**src/rtl/mtel_pkg.sv**
```systemverilog
// ----------------------------------------------------------------------------
// Move-to-end list cipher package
// Shared widths and default sizing for the list cipher block.
// ----------------------------------------------------------------------------
`default_nettype none

package mtel_pkg;

  // Width of one message symbol
  localparam int unsigned SymW = 8;

  // Default number of list entries (one per distinct byte value)
  localparam int unsigned ListDepthDefault = 256;

  // Mode register codes
  typedef enum logic {
    MODE_ENCRYPT = 1'b0,
    MODE_DECRYPT = 1'b1
  } mode_e;

endpackage : mtel_pkg

`default_nettype wire

```
**src/rtl/mtel_ram.sv**
```systemverilog
// ----------------------------------------------------------------------------
// Generic simple dual-port RAM
// One write port and one read port, read data registered.
// ----------------------------------------------------------------------------
`default_nettype none

module mtel_ram #(
  parameter int unsigned Width = 8,
  parameter int unsigned Depth = 256
) (
  input  wire                      clk_i,
  input  wire                      we_i,
  input  wire [$clog2(Depth)-1:0]  waddr_i,
  input  wire [Width-1:0]          wdata_i,
  input  wire [$clog2(Depth)-1:0]  raddr_i,
  output logic [Width-1:0]         rdata_o
);

  logic [Width-1:0] mem_q [Depth];

  // Write port
  always_ff @(posedge clk_i) begin
    if (we_i) begin
      mem_q[waddr_i] <= wdata_i;
    end
  end

  // Registered read port
  always_ff @(posedge clk_i) begin
    rdata_o <= mem_q[raddr_i];
  end

endmodule : mtel_ram

`default_nettype wire

```
**src/rtl/move_to_end_list_cipher.sv**
```systemverilog
// ----------------------------------------------------------------------------
// Move-to-end list cipher
// Byte stream cipher over an ordered list of the bytes seen in a message.
// ----------------------------------------------------------------------------
// Usage:
//   Input channel (in_valid_i/in_ready_o) carries one byte and a first flag;
//   a set first flag empties the list before the byte is handled. Output
//   channel (out_valid_o/out_ready_i) returns exactly one byte per request.
//   cfg_we_i/cfg_wdata_i write the mode (0 encrypt, 1 decrypt); write it
//   only while no request is in flight.
// Operation:
//   The list sits in a one-read, one-write RAM and a single compare unit
//   scans it, one entry per cycle. An unseen byte is searched for over the
//   whole list, appended if there is room and passed through. A byte found
//   in the list is followed by a fetch of the result entry; then the gap
//   behind the moved entry is closed, the moved byte is put last and the
//   result is handed to the output. One request at a time.
// Reset and stalls:
//   Reset empties the list and selects encrypt. The result waits in an
//   output register; the next request is accepted meanwhile, and its
//   result is held back until the receiver has taken the previous one.
// ----------------------------------------------------------------------------
`default_nettype none

module move_to_end_list_cipher #(
  parameter int unsigned ListDepth = mtel_pkg::ListDepthDefault
) (
  input  wire                        clk_i,
  input  wire                        rst_ni,
  // configuration
  input  wire                        cfg_we_i,
  input  wire                        cfg_wdata_i,
  // input requests
  input  wire                        in_valid_i,
  output logic                       in_ready_o,
  input  wire [mtel_pkg::SymW-1:0]   symbol_in_i,
  input  wire                        first_i,
  // results
  output logic                       out_valid_o,
  input  wire                        out_ready_i,
  output logic [mtel_pkg::SymW-1:0]  symbol_out_o
);

  import mtel_pkg::*;

  localparam int unsigned AW = $clog2(ListDepth);
  localparam int unsigned CW = $clog2(ListDepth + 1);

  typedef enum logic [2:0] {
    ST_IDLE,
    ST_SEARCH,
    ST_FWAIT,
    ST_SHIFT,
    ST_DONE
  } state_e;

  state_e          state_q, state_d;
  mode_e           mode_q, mode_d;
  logic [CW-1:0]   count_q, count_d;
  logic [CW-1:0]   idx_q, idx_d;
  logic [CW-1:0]   pidx_q, pidx_d;
  logic            pend_q, pend_d;
  logic [CW-1:0]   mv_q, mv_d;
  logic [CW-1:0]   wk_q, wk_d;
  logic [SymW-1:0] sym_q, sym_d;
  logic [SymW-1:0] res_q, res_d;
  logic            out_valid_q, out_valid_d;
  logic [SymW-1:0] out_data_q, out_data_d;

  // RAM ports
  logic            ram_we;
  logic [AW-1:0]   ram_waddr;
  logic [SymW-1:0] ram_wdata;
  logic [AW-1:0]   ram_raddr;
  logic [SymW-1:0] ram_rdata;

  // Index arithmetic
  logic            hit;
  logic [CW-1:0]   count_m1;
  logic [CW-1:0]   pidx_p1;
  logic [CW-1:0]   res_idx;
  logic [CW-1:0]   mv_idx;
  logic [CW-1:0]   mv_p1;
  logic [CW-1:0]   wk_p2;

  mtel_ram #(
    .Width (SymW),
    .Depth (ListDepth)
  ) u_list_ram (
    .clk_i   (clk_i),
    .we_i    (ram_we),
    .waddr_i (ram_waddr),
    .wdata_i (ram_wdata),
    .raddr_i (ram_raddr),
    .rdata_o (ram_rdata)
  );

  // Shared compare and index unit
  always_comb begin
    hit      = pend_q && (ram_rdata == sym_q);
    count_m1 = count_q - CW'(1);
    pidx_p1  = pidx_q + CW'(1);
    mv_p1    = mv_q + CW'(1);
    wk_p2    = wk_q + CW'(2);
    if (mode_q == MODE_ENCRYPT) begin
      // predecessor (cyclic) is the result, the found entry moves
      res_idx = (pidx_q == '0) ? count_m1 : pidx_q - CW'(1);
      mv_idx  = pidx_q;
    end else begin
      // successor (cyclic) is the result and also the entry that moves
      res_idx = (pidx_p1 == count_q) ? '0 : pidx_p1;
      mv_idx  = res_idx;
    end
  end

  // Sequencer
  always_comb begin
    state_d     = state_q;
    mode_d      = mode_q;
    count_d     = count_q;
    idx_d       = idx_q;
    pidx_d      = pidx_q;
    pend_d      = pend_q;
    mv_d        = mv_q;
    wk_d        = wk_q;
    sym_d       = sym_q;
    res_d       = res_q;
    out_valid_d = out_valid_q;
    out_data_d  = out_data_q;
    ram_we      = 1'b0;
    ram_waddr   = count_q[AW-1:0];
    ram_wdata   = sym_q;
    ram_raddr   = idx_q[AW-1:0];

    if (cfg_we_i) begin
      mode_d = mode_e'(cfg_wdata_i);
    end

    if (out_valid_q && out_ready_i) begin
      out_valid_d = 1'b0;
    end

    case (state_q)
      ST_IDLE: begin
        if (in_valid_i) begin
          sym_d   = symbol_in_i;
          idx_d   = '0;
          pend_d  = 1'b0;
          if (first_i) begin
            count_d = '0;
          end
          state_d = ST_SEARCH;
        end
      end

      // Scan entries in order; read data is registered and trails the read address by one entry
      ST_SEARCH: begin
        if (hit) begin
          ram_raddr = res_idx[AW-1:0];
          mv_d      = mv_idx;
          state_d   = ST_FWAIT;
        end else if (idx_q == count_q) begin
          // not in the list: append if there is room, pass through
          res_d = sym_q;
          if (count_q < CW'(ListDepth)) begin
            ram_we    = 1'b1;
            ram_waddr = count_q[AW-1:0];
            ram_wdata = sym_q;
            count_d   = count_q + CW'(1);
          end
          state_d = ST_DONE;
        end else begin
          ram_raddr = idx_q[AW-1:0];
          idx_d     = idx_q + CW'(1);
          pidx_d    = idx_q;
          pend_d    = 1'b1;
        end
      end

      // Result entry arrives; start reading behind the moved entry
      ST_FWAIT: begin
        res_d     = ram_rdata;
        wk_d      = mv_q;
        ram_raddr = mv_p1[AW-1:0];
        state_d   = ST_SHIFT;
      end

      // Close the gap one entry per cycle, then put the moved byte last
      ST_SHIFT: begin
        ram_we    = 1'b1;
        ram_waddr = wk_q[AW-1:0];
        if (wk_q == count_m1) begin
          ram_wdata = (mode_q == MODE_ENCRYPT) ? sym_q : res_q;
          state_d   = ST_DONE;
        end else begin
          ram_wdata = ram_rdata;
          ram_raddr = wk_p2[AW-1:0];
          wk_d      = wk_q + CW'(1);
        end
      end

      // Hand the result to the output register once it is free
      ST_DONE: begin
        if (!out_valid_q || out_ready_i) begin
          out_data_d  = res_q;
          out_valid_d = 1'b1;
          state_d     = ST_IDLE;
        end
      end

      default: begin
        state_d = ST_IDLE;
      end
    endcase
  end

  // State and registered outputs
  always_ff @(posedge clk_i or negedge rst_ni) begin
    if (!rst_ni) begin
      state_q     <= ST_IDLE;
      mode_q      <= MODE_ENCRYPT;
      count_q     <= '0;
      idx_q       <= '0;
      pidx_q      <= '0;
      pend_q      <= 1'b0;
      mv_q        <= '0;
      wk_q        <= '0;
      sym_q       <= '0;
      res_q       <= '0;
      out_valid_q <= 1'b0;
      out_data_q  <= '0;
    end else begin
      state_q     <= state_d;
      mode_q      <= mode_d;
      count_q     <= count_d;
      idx_q       <= idx_d;
      pidx_q      <= pidx_d;
      pend_q      <= pend_d;
      mv_q        <= mv_d;
      wk_q        <= wk_d;
      sym_q       <= sym_d;
      res_q       <= res_d;
      out_valid_q <= out_valid_d;
      out_data_q  <= out_data_d;
    end
  end

  assign in_ready_o   = (state_q == ST_IDLE);
  assign out_valid_o  = out_valid_q;
  assign symbol_out_o = out_data_q;

endmodule : move_to_end_list_cipher

`default_nettype wire
```
**config.mk**
```make
export PLATFORM = sky130hd
export DESIGN_NAME = move_to_end_list_cipher
export DESIGN_NICKNAME = d
export VERILOG_FILES = /design/src/rtl/mtel_pkg.sv /design/src/rtl/mtel_ram.sv /design/src/rtl/move_to_end_list_cipher.sv
export SDC_FILE = /design/constraint.sdc
export NUM_CORES = 2
export LEC_CHECK = 0
export BUFFER_PORTS_ARGS = -buffer_cell sky130_fd_sc_hd__buf_4
export CAP_MARGIN = 20
export CELL_PAD_IN_SITES_DETAIL_PLACEMENT = 1
export CELL_PAD_IN_SITES_GLOBAL_PLACEMENT = 1
export CORE_MARGIN = 2
export CORE_UTILIZATION = 45
export CTS_BUF_LIST = sky130_fd_sc_hd__clkbuf_8
export DETAILED_ROUTE_END_ITERATION = 8
export PLACE_DENSITY = 0.77
export SYNTH_ARGS = -nofsm -noshare
export SYNTH_HDL_FRONTEND = slang
export SYNTH_SLANG_ARGS = --single-unit
```
**constraint.sdc**
```tcl
create_clock -name clk_i -period 12.8 [get_ports clk_i]
set_input_delay 0.64 -clock clk_i [delete_from_list [all_inputs] [get_ports clk_i]]
set_output_delay 0.64 -clock clk_i [all_outputs]
set_load 0.01 [all_outputs]
```
Word-level counts from Yosys, hierarchy flattened
Memory sizes are Yosys's and may differ from the RTL's. A register that Yosys moved wholly into a read port is not among the register bits. Cells that the tools add are included.

Add/subtract/negate cells: 8. $lt $le $gt $ge: 1. Eq/ne operators: 18. Multiplexer cells: 45. Bitwise gates (word level): 2. Reduce and logical (&&, ||, !) cells: 18.

Operators by type and width (count): $mux 9 (11); $mux 8 (10); $pmux 9 s2 (3); $add 9x1->9 const B (4); $eq 9x9->1 (3); $pmux 8 s3 (1); $ne 2x2->1 const B (8); $pmux 8 s2 (1); $mux 3 (5); $pmux 3 s5 (1); $mux 1 (11); $logic_not 9->1 (1); $lt 9x9->1 const B (1); $sub 9x1->9 const B (1); $add 8x1->8 const B (1); $add 8x2->8 const B (1); $eq 8x8->1 (1); $reduce_and 2->1 (4); $reduce_and 4->1 (2); $sub 8x1->8 const B (1); $eq 3x2->1 const B (2); $reduce_and 3->1 (2); $reduce_and 6->1 (1); $reduce_bool 2->1 (3); other kinds (10) (13).

Register bits after elaboration: 75. Bits in writable memories: 2048. Input port bits: 15. Output and inout bits: 10. Memories kept: 1.

Memory list: u_list_ram.mem_q (depth 256, bits a word 8, rd ports 1, clocked after memory_dff 1, write ports 1, RTL line mtel_ram.sv:19) `logic [Width-1:0] mem_q [Depth];`.

Longest topological paths before layout
Word-level depth: 7. Gate-level depth with buffers: 23. Depth with buffers taken out: 15.

Cells and area by module
Synthesis repeated with hierarchy kept, for this count alone.

Cells, all modules: 4387. Area total of the unflattened synthesis: 85054.1 um2.

By module, submodules not included: mtel_ram (instances 1, cells an instance 3733, area each 79556.3 um2, seq. area each 61659.1 um2); move_to_end_list_cipher (instances 1, cells an instance 654, area each 5497.8 um2, seq. area each 1876.8 um2).

Worst setup path after synthesis
No wires, ideal clock.

Kind: reg2reg. Start point: register count_q[0]. End point: memory u_list_ram.mem_q[0][0] (data pin). Arrival time: 9880 ps. Required time: 11223 ps. Path slack: 1343 ps. Cell stages (with the launch flop): 14. Buffers on the path: 3. Cell sequence: dfrtp_1 -> buf_6 -> clkbuf_1 -> inv_1 -> ha_1 -> or3b_1 -> o21ai_0 -> a21boi_0 -> o31ai_1 -> nor3_2 -> clkbuf_1 -> nand2_1 -> o22ai_1 -> a21oi_1.

Cells in the longest elaborated chain, start to end: 4.

RTL lines: from (decl) (RTL line move_to_end_list_cipher.sv:59) `logic [CW-1:0] count_q, count_d;`; from (signal assigned) (RTL line move_to_end_list_cipher.sv:235) `count_q <= count_d;`; $sub 9x1->9 (RTL line move_to_end_list_cipher.sv:101) `count_m1 = count_q - CW'(1);`; $eq 9x9->1 (RTL line move_to_end_list_cipher.sv:192) `if (wk_q == count_m1) begin`; $mux 8 (RTL line move_to_end_list_cipher.sv:192); $mux 8; net ram_wdata[0] (RTL line move_to_end_list_cipher.sv:73) `logic [SymW-1:0] ram_wdata;`; to (decl) (RTL line mtel_ram.sv:19).

The timed path passes the listed nets, and every way through them passes these cells.

Worst setup path after layout
Start point: register state_q[0]. End point: register u_list_ram.rdata_o[2] (read register of u_list_ram.mem_q).

Cells in the longest elaborated chain, start to end: 2.

RTL lines: from (decl) (RTL line move_to_end_list_cipher.sv:57) `state_e state_q, state_d;`; from (signal assigned) (RTL line move_to_end_list_cipher.sv:233) `state_q <= state_d;`; $eq 3x2->1 or $eq 3x1->1 (tied branches) (RTL line move_to_end_list_cipher.sv:143) `case (state_q)`; $pmux 8 s3 * (RTL line move_to_end_list_cipher.sv:143); to (decl) (RTL line mtel_ram.sv:16) `output logic [Width-1:0] rdata_o`.

Mark *: on every way between the ends. The rest lies on a longest branch, timed or not. A chain may end at the register's enable or synchronous reset.

==> run_results.csv <==
group,metric,value,unit
logic_synthesis,avgSynthCellArea,13.0,µm²
timing,fin_crit_sh,62.5,%
logic_synthesis,yosysUniqueCellTypes,97,
drt,first_pass_iters,5,
critical_path,cp_max_fo,135,
pwr,cellLeakagePower,33.4,nW
global_routing,grt_overflow,0,
placement,post_dp_cell_area,91100,µm²
floorplan,coreArea,197000,µm²
clock_tree,cts_tree,"done",
clock_tree,ctsResizeCount,0,
floorplan,dieArea,201000,µm²
clock_tree,insertion_delay,1.06,ns
clock_tree,ctsRootBufferMaster,"clkbuf_8",
logic_synthesis,synth_warnings,0,
timing,relSlewSlack,8.62,%
layout,fin_area,97600,µm²
critical_path,cp_slowest_cell,"a311oi_1",
drt,via_count,59700,
min_path,worstHoldPathType,"in2async",
drt,drc,0,
layout,layout-drive-gt1-share,9.08,%
drt,wirelength,285000,µm
timing,setup_viol,0,
critical_path,required,13.74,ns
drt,met1_length,111000,µm
floorplan,die_h,448,µm
logic_synthesis,yosys_register_bits,2131,
global_routing,grt_max_degree,198,
critical_path,endpoint_kind,"register",
logic_synthesis,synthArstFlopShare,3.52,%
global_routing,grt_pass1_wl,416000,µm
global_routing,antenna_found_initial,12,
layout,fin_nets,6889,
critical_path,crit_type,"reg2reg",
logic_synthesis,synth_edf_count,2048,
logic_synthesis,synth_ff_type,"edfxtp_1",
critical_path,worst_ep_arrival_time,8.94,ns
critical_path,worstPathCellList,"nor2b_1, nor2b_1, nand4_1, a21oi_1, or4_4, buf_12, buf_12, nand2_1, and3_1, a311oi_1, a311oi_1, a311oi_1, o221ai_1, o31ai_1",
logic_synthesis,syn-num-nets,6835,
timing,whs,0.0253,ns
global_routing,grt_pass1_vias,61500,
floorplan,start_util,45.1,%
logic_synthesis,syn_inst,6812,
pwr,p_total,27.1,mW
run,max-cap-violations,0,
drt,drtIter0Drc,7197,
clock_tree,clkSinkCount,2131,
global_routing,grt.total_usage,28.1,%
clock_tree,h-tree-depth,5,
timing,hold_viol_final,0,
clock_tree,numCtsBuffers,364,
drt,wire_per_inst,29.2,µm
clock_tree,clk_path_buf_depth,4,
drt,viasPerCell,6.11,
drt,route.met2.wl,133000,µm
placement,gp_congestion,0.907,
logic_synthesis,ys_seq_area_share,71.5,%
pwr,power_density,278,nW/µm²
timing,drv_slew,0,
drt,routed.top_layer,"met5",
timing,setup_tns,0,ns
placement,port_buffers,24,
timing,fin_crit,8.00,ns
timing,worst_pin_slew,1.36,ns
clock_tree,clk_pin_slew,0.06,ns
drt,ant_nets,0,
timing,finalClockSkew,0.0881,ns
placement,pre_cts_slack,5.02,ns
timing,fmax,125,MHz
critical_path,cp_common_cell,"a311oi_1",
floorplan,rows,163,
critical_path,cpPeakStageDelay,0.96,ns
layout,syn2layout_area_growth,9.83,%
critical_path,critPathLaunchType,"register",
timing,rsz0062_at_grt,"no",
timing,finalWorstSetupSlack,4.80,ns
floorplan,die_w,448,µm
drt,routed-wl-met3,25600,µm
placement,dp_hpwl,169000,µm
logic_synthesis,syn-cell-area,88800,µm²
status,status,"finished clean",
pwr,ir_drop,0.267,mV
floorplan,ios,25,
## cell type report
cell class | count | area, µm²
Clock inverter | 242 | 1140
Inverter | 25 | 93.8
Clock buffer | 374 | 5150
Sequential cell | 2131 | 63500
Fill cell | 19900 | 99200
Multi-Input combinational cell | 4194 | 23000
Tap cell | 2640 | 3300
Antenna cell | 3 | 7.51
Timing Repair Buffer | 150 | 1400
## cell usage in the layout (no fill, tap or decap), drive strengths merged, types with 9 or more instances in the layout
cell and instances:
o211a 11, a21o 9, nor2 346, nor3 27
a21oi 144, xnor2 19, inv 142, mux2i 382
a32oi 46, nand2 1655, buf 136, mux2 38
edfxtp 2048, nor2b 10, o22ai 16, xor2 36
nand4 35, nor4 11, clkbuf 375, a31oi 88
a311oi 86, o221ai 9, a41oi 9, o31ai 18
o211ai 24, and3 101, o41ai 9, nand3 772
o2111ai 15, dlygate4sd3 13, a221oi 12, a211oi 14
a22oi 31, dfrtp 75, o21ai 112, clkinv 112
## critical path: cells and delay by family, from the launching register on
| kind | cells | cell delay [ns] |
|---|---|---|
| buf+inv | 2 | 1.21 |
| flops | 1 | 0.52 |
| simple gates | 6 | 2.92 |
| compound gates | 6 | 3.11 |
## power by group
group	switching (mW)	internal (mW)	leakage [nW]
clock network	2.74	2.81	3.63
logic	9.02	2.95	10.4
registers	0.231	9.35	19.4
total	12.0	15.1	33.4
## registers in the layout, indices dropped and copies added (netlist names), 9 cells and up
register	cells
count_q	9
pidx_q	9
idx_q	9
mv_q	9
u_list_ram.mem_q	2048
wk_q	9
## stage by stage
step / util (%) / instances
2_1_floorplan: - / 6812
3_3_place_gp: 46.3 / 9120
3_5_place_dp: 46.3 / 9123
4_1_cts: 49.5 / 9752
5_1_grt: 49.6 / 9758
6_report: 49.6 / 9759
## final timing paths
check | start | endpoint | slack [ns] | cells past startpoint
max | state_q[0] | u_list_ram.rdata_o[2] | 4.80 | 14
min reg2reg | u_list_ram.rdata_o[0] | res_q[0] | 0.52 | 2
max in group asynchronous | rst_ni | wk_q[0] | 12.17 | 3
min in group clk_i | out_ready_i | out_valid_o | 0.12 | 3
min | rst_ni | pidx_q[5] | 0.03 | 2
max reg2reg | state_q[0] | u_list_ram.rdata_o[2] | 4.80 | 14
## synthesized netlist by cell type, drive strengths merged (14+ instances only)
cell	count	area share [%]
edfxtp	2048	69
nand2	1655	7.0
nand3	772	4.3
mux2i	382	4.3
nor2	346	1.5
buf	300	2.1
clkbuf	162	0.68
a21oi	144	0.82
o21ai	112	0.64
and3	101	0.71
a31oi	88	0.63
a311oi	86	0.87
dfrtp	75	2.1
a32oi	46	0.45
mux2	38	0.49
xor2	36	0.35
nand4	35	0.25
a22oi	31	0.26
nor3	27	0.16
inv	25	0.11
o211ai	24	0.21
xnor2	19	0.19
o31ai	18	0.16
o22ai	16	0.11
o2111ai	15	0.15
a211oi	14	0.13
## cells by family (layout without fill, tap and decap cells)
logic type,after synthesis,after routing,share of synthesized area (%)
compound gates,697,697,5.51
flops,2131,2131,71.5
fa+ha+maj,8,8,0.113
simple gates,3013,3013,14.6
xor+xnor,56,56,0.568
other cells,0,3,0
mux,420,420,4.79
buf+inv,487,791,2.90
## per-layer routing
metal  GRT usage, %  up-vias
met5              0        -
met1           36.8    30700
met4           14.0        8
li1               -    25300
met3           5.96      695
met2           44.3     3006
## repair_timing
action,in CTS,in global routing
hold buffers,13,0
endpoints found under the hold margin,86,0
setup buffers,0,0
No activity file was read; power rests on OpenSTA's default activity.
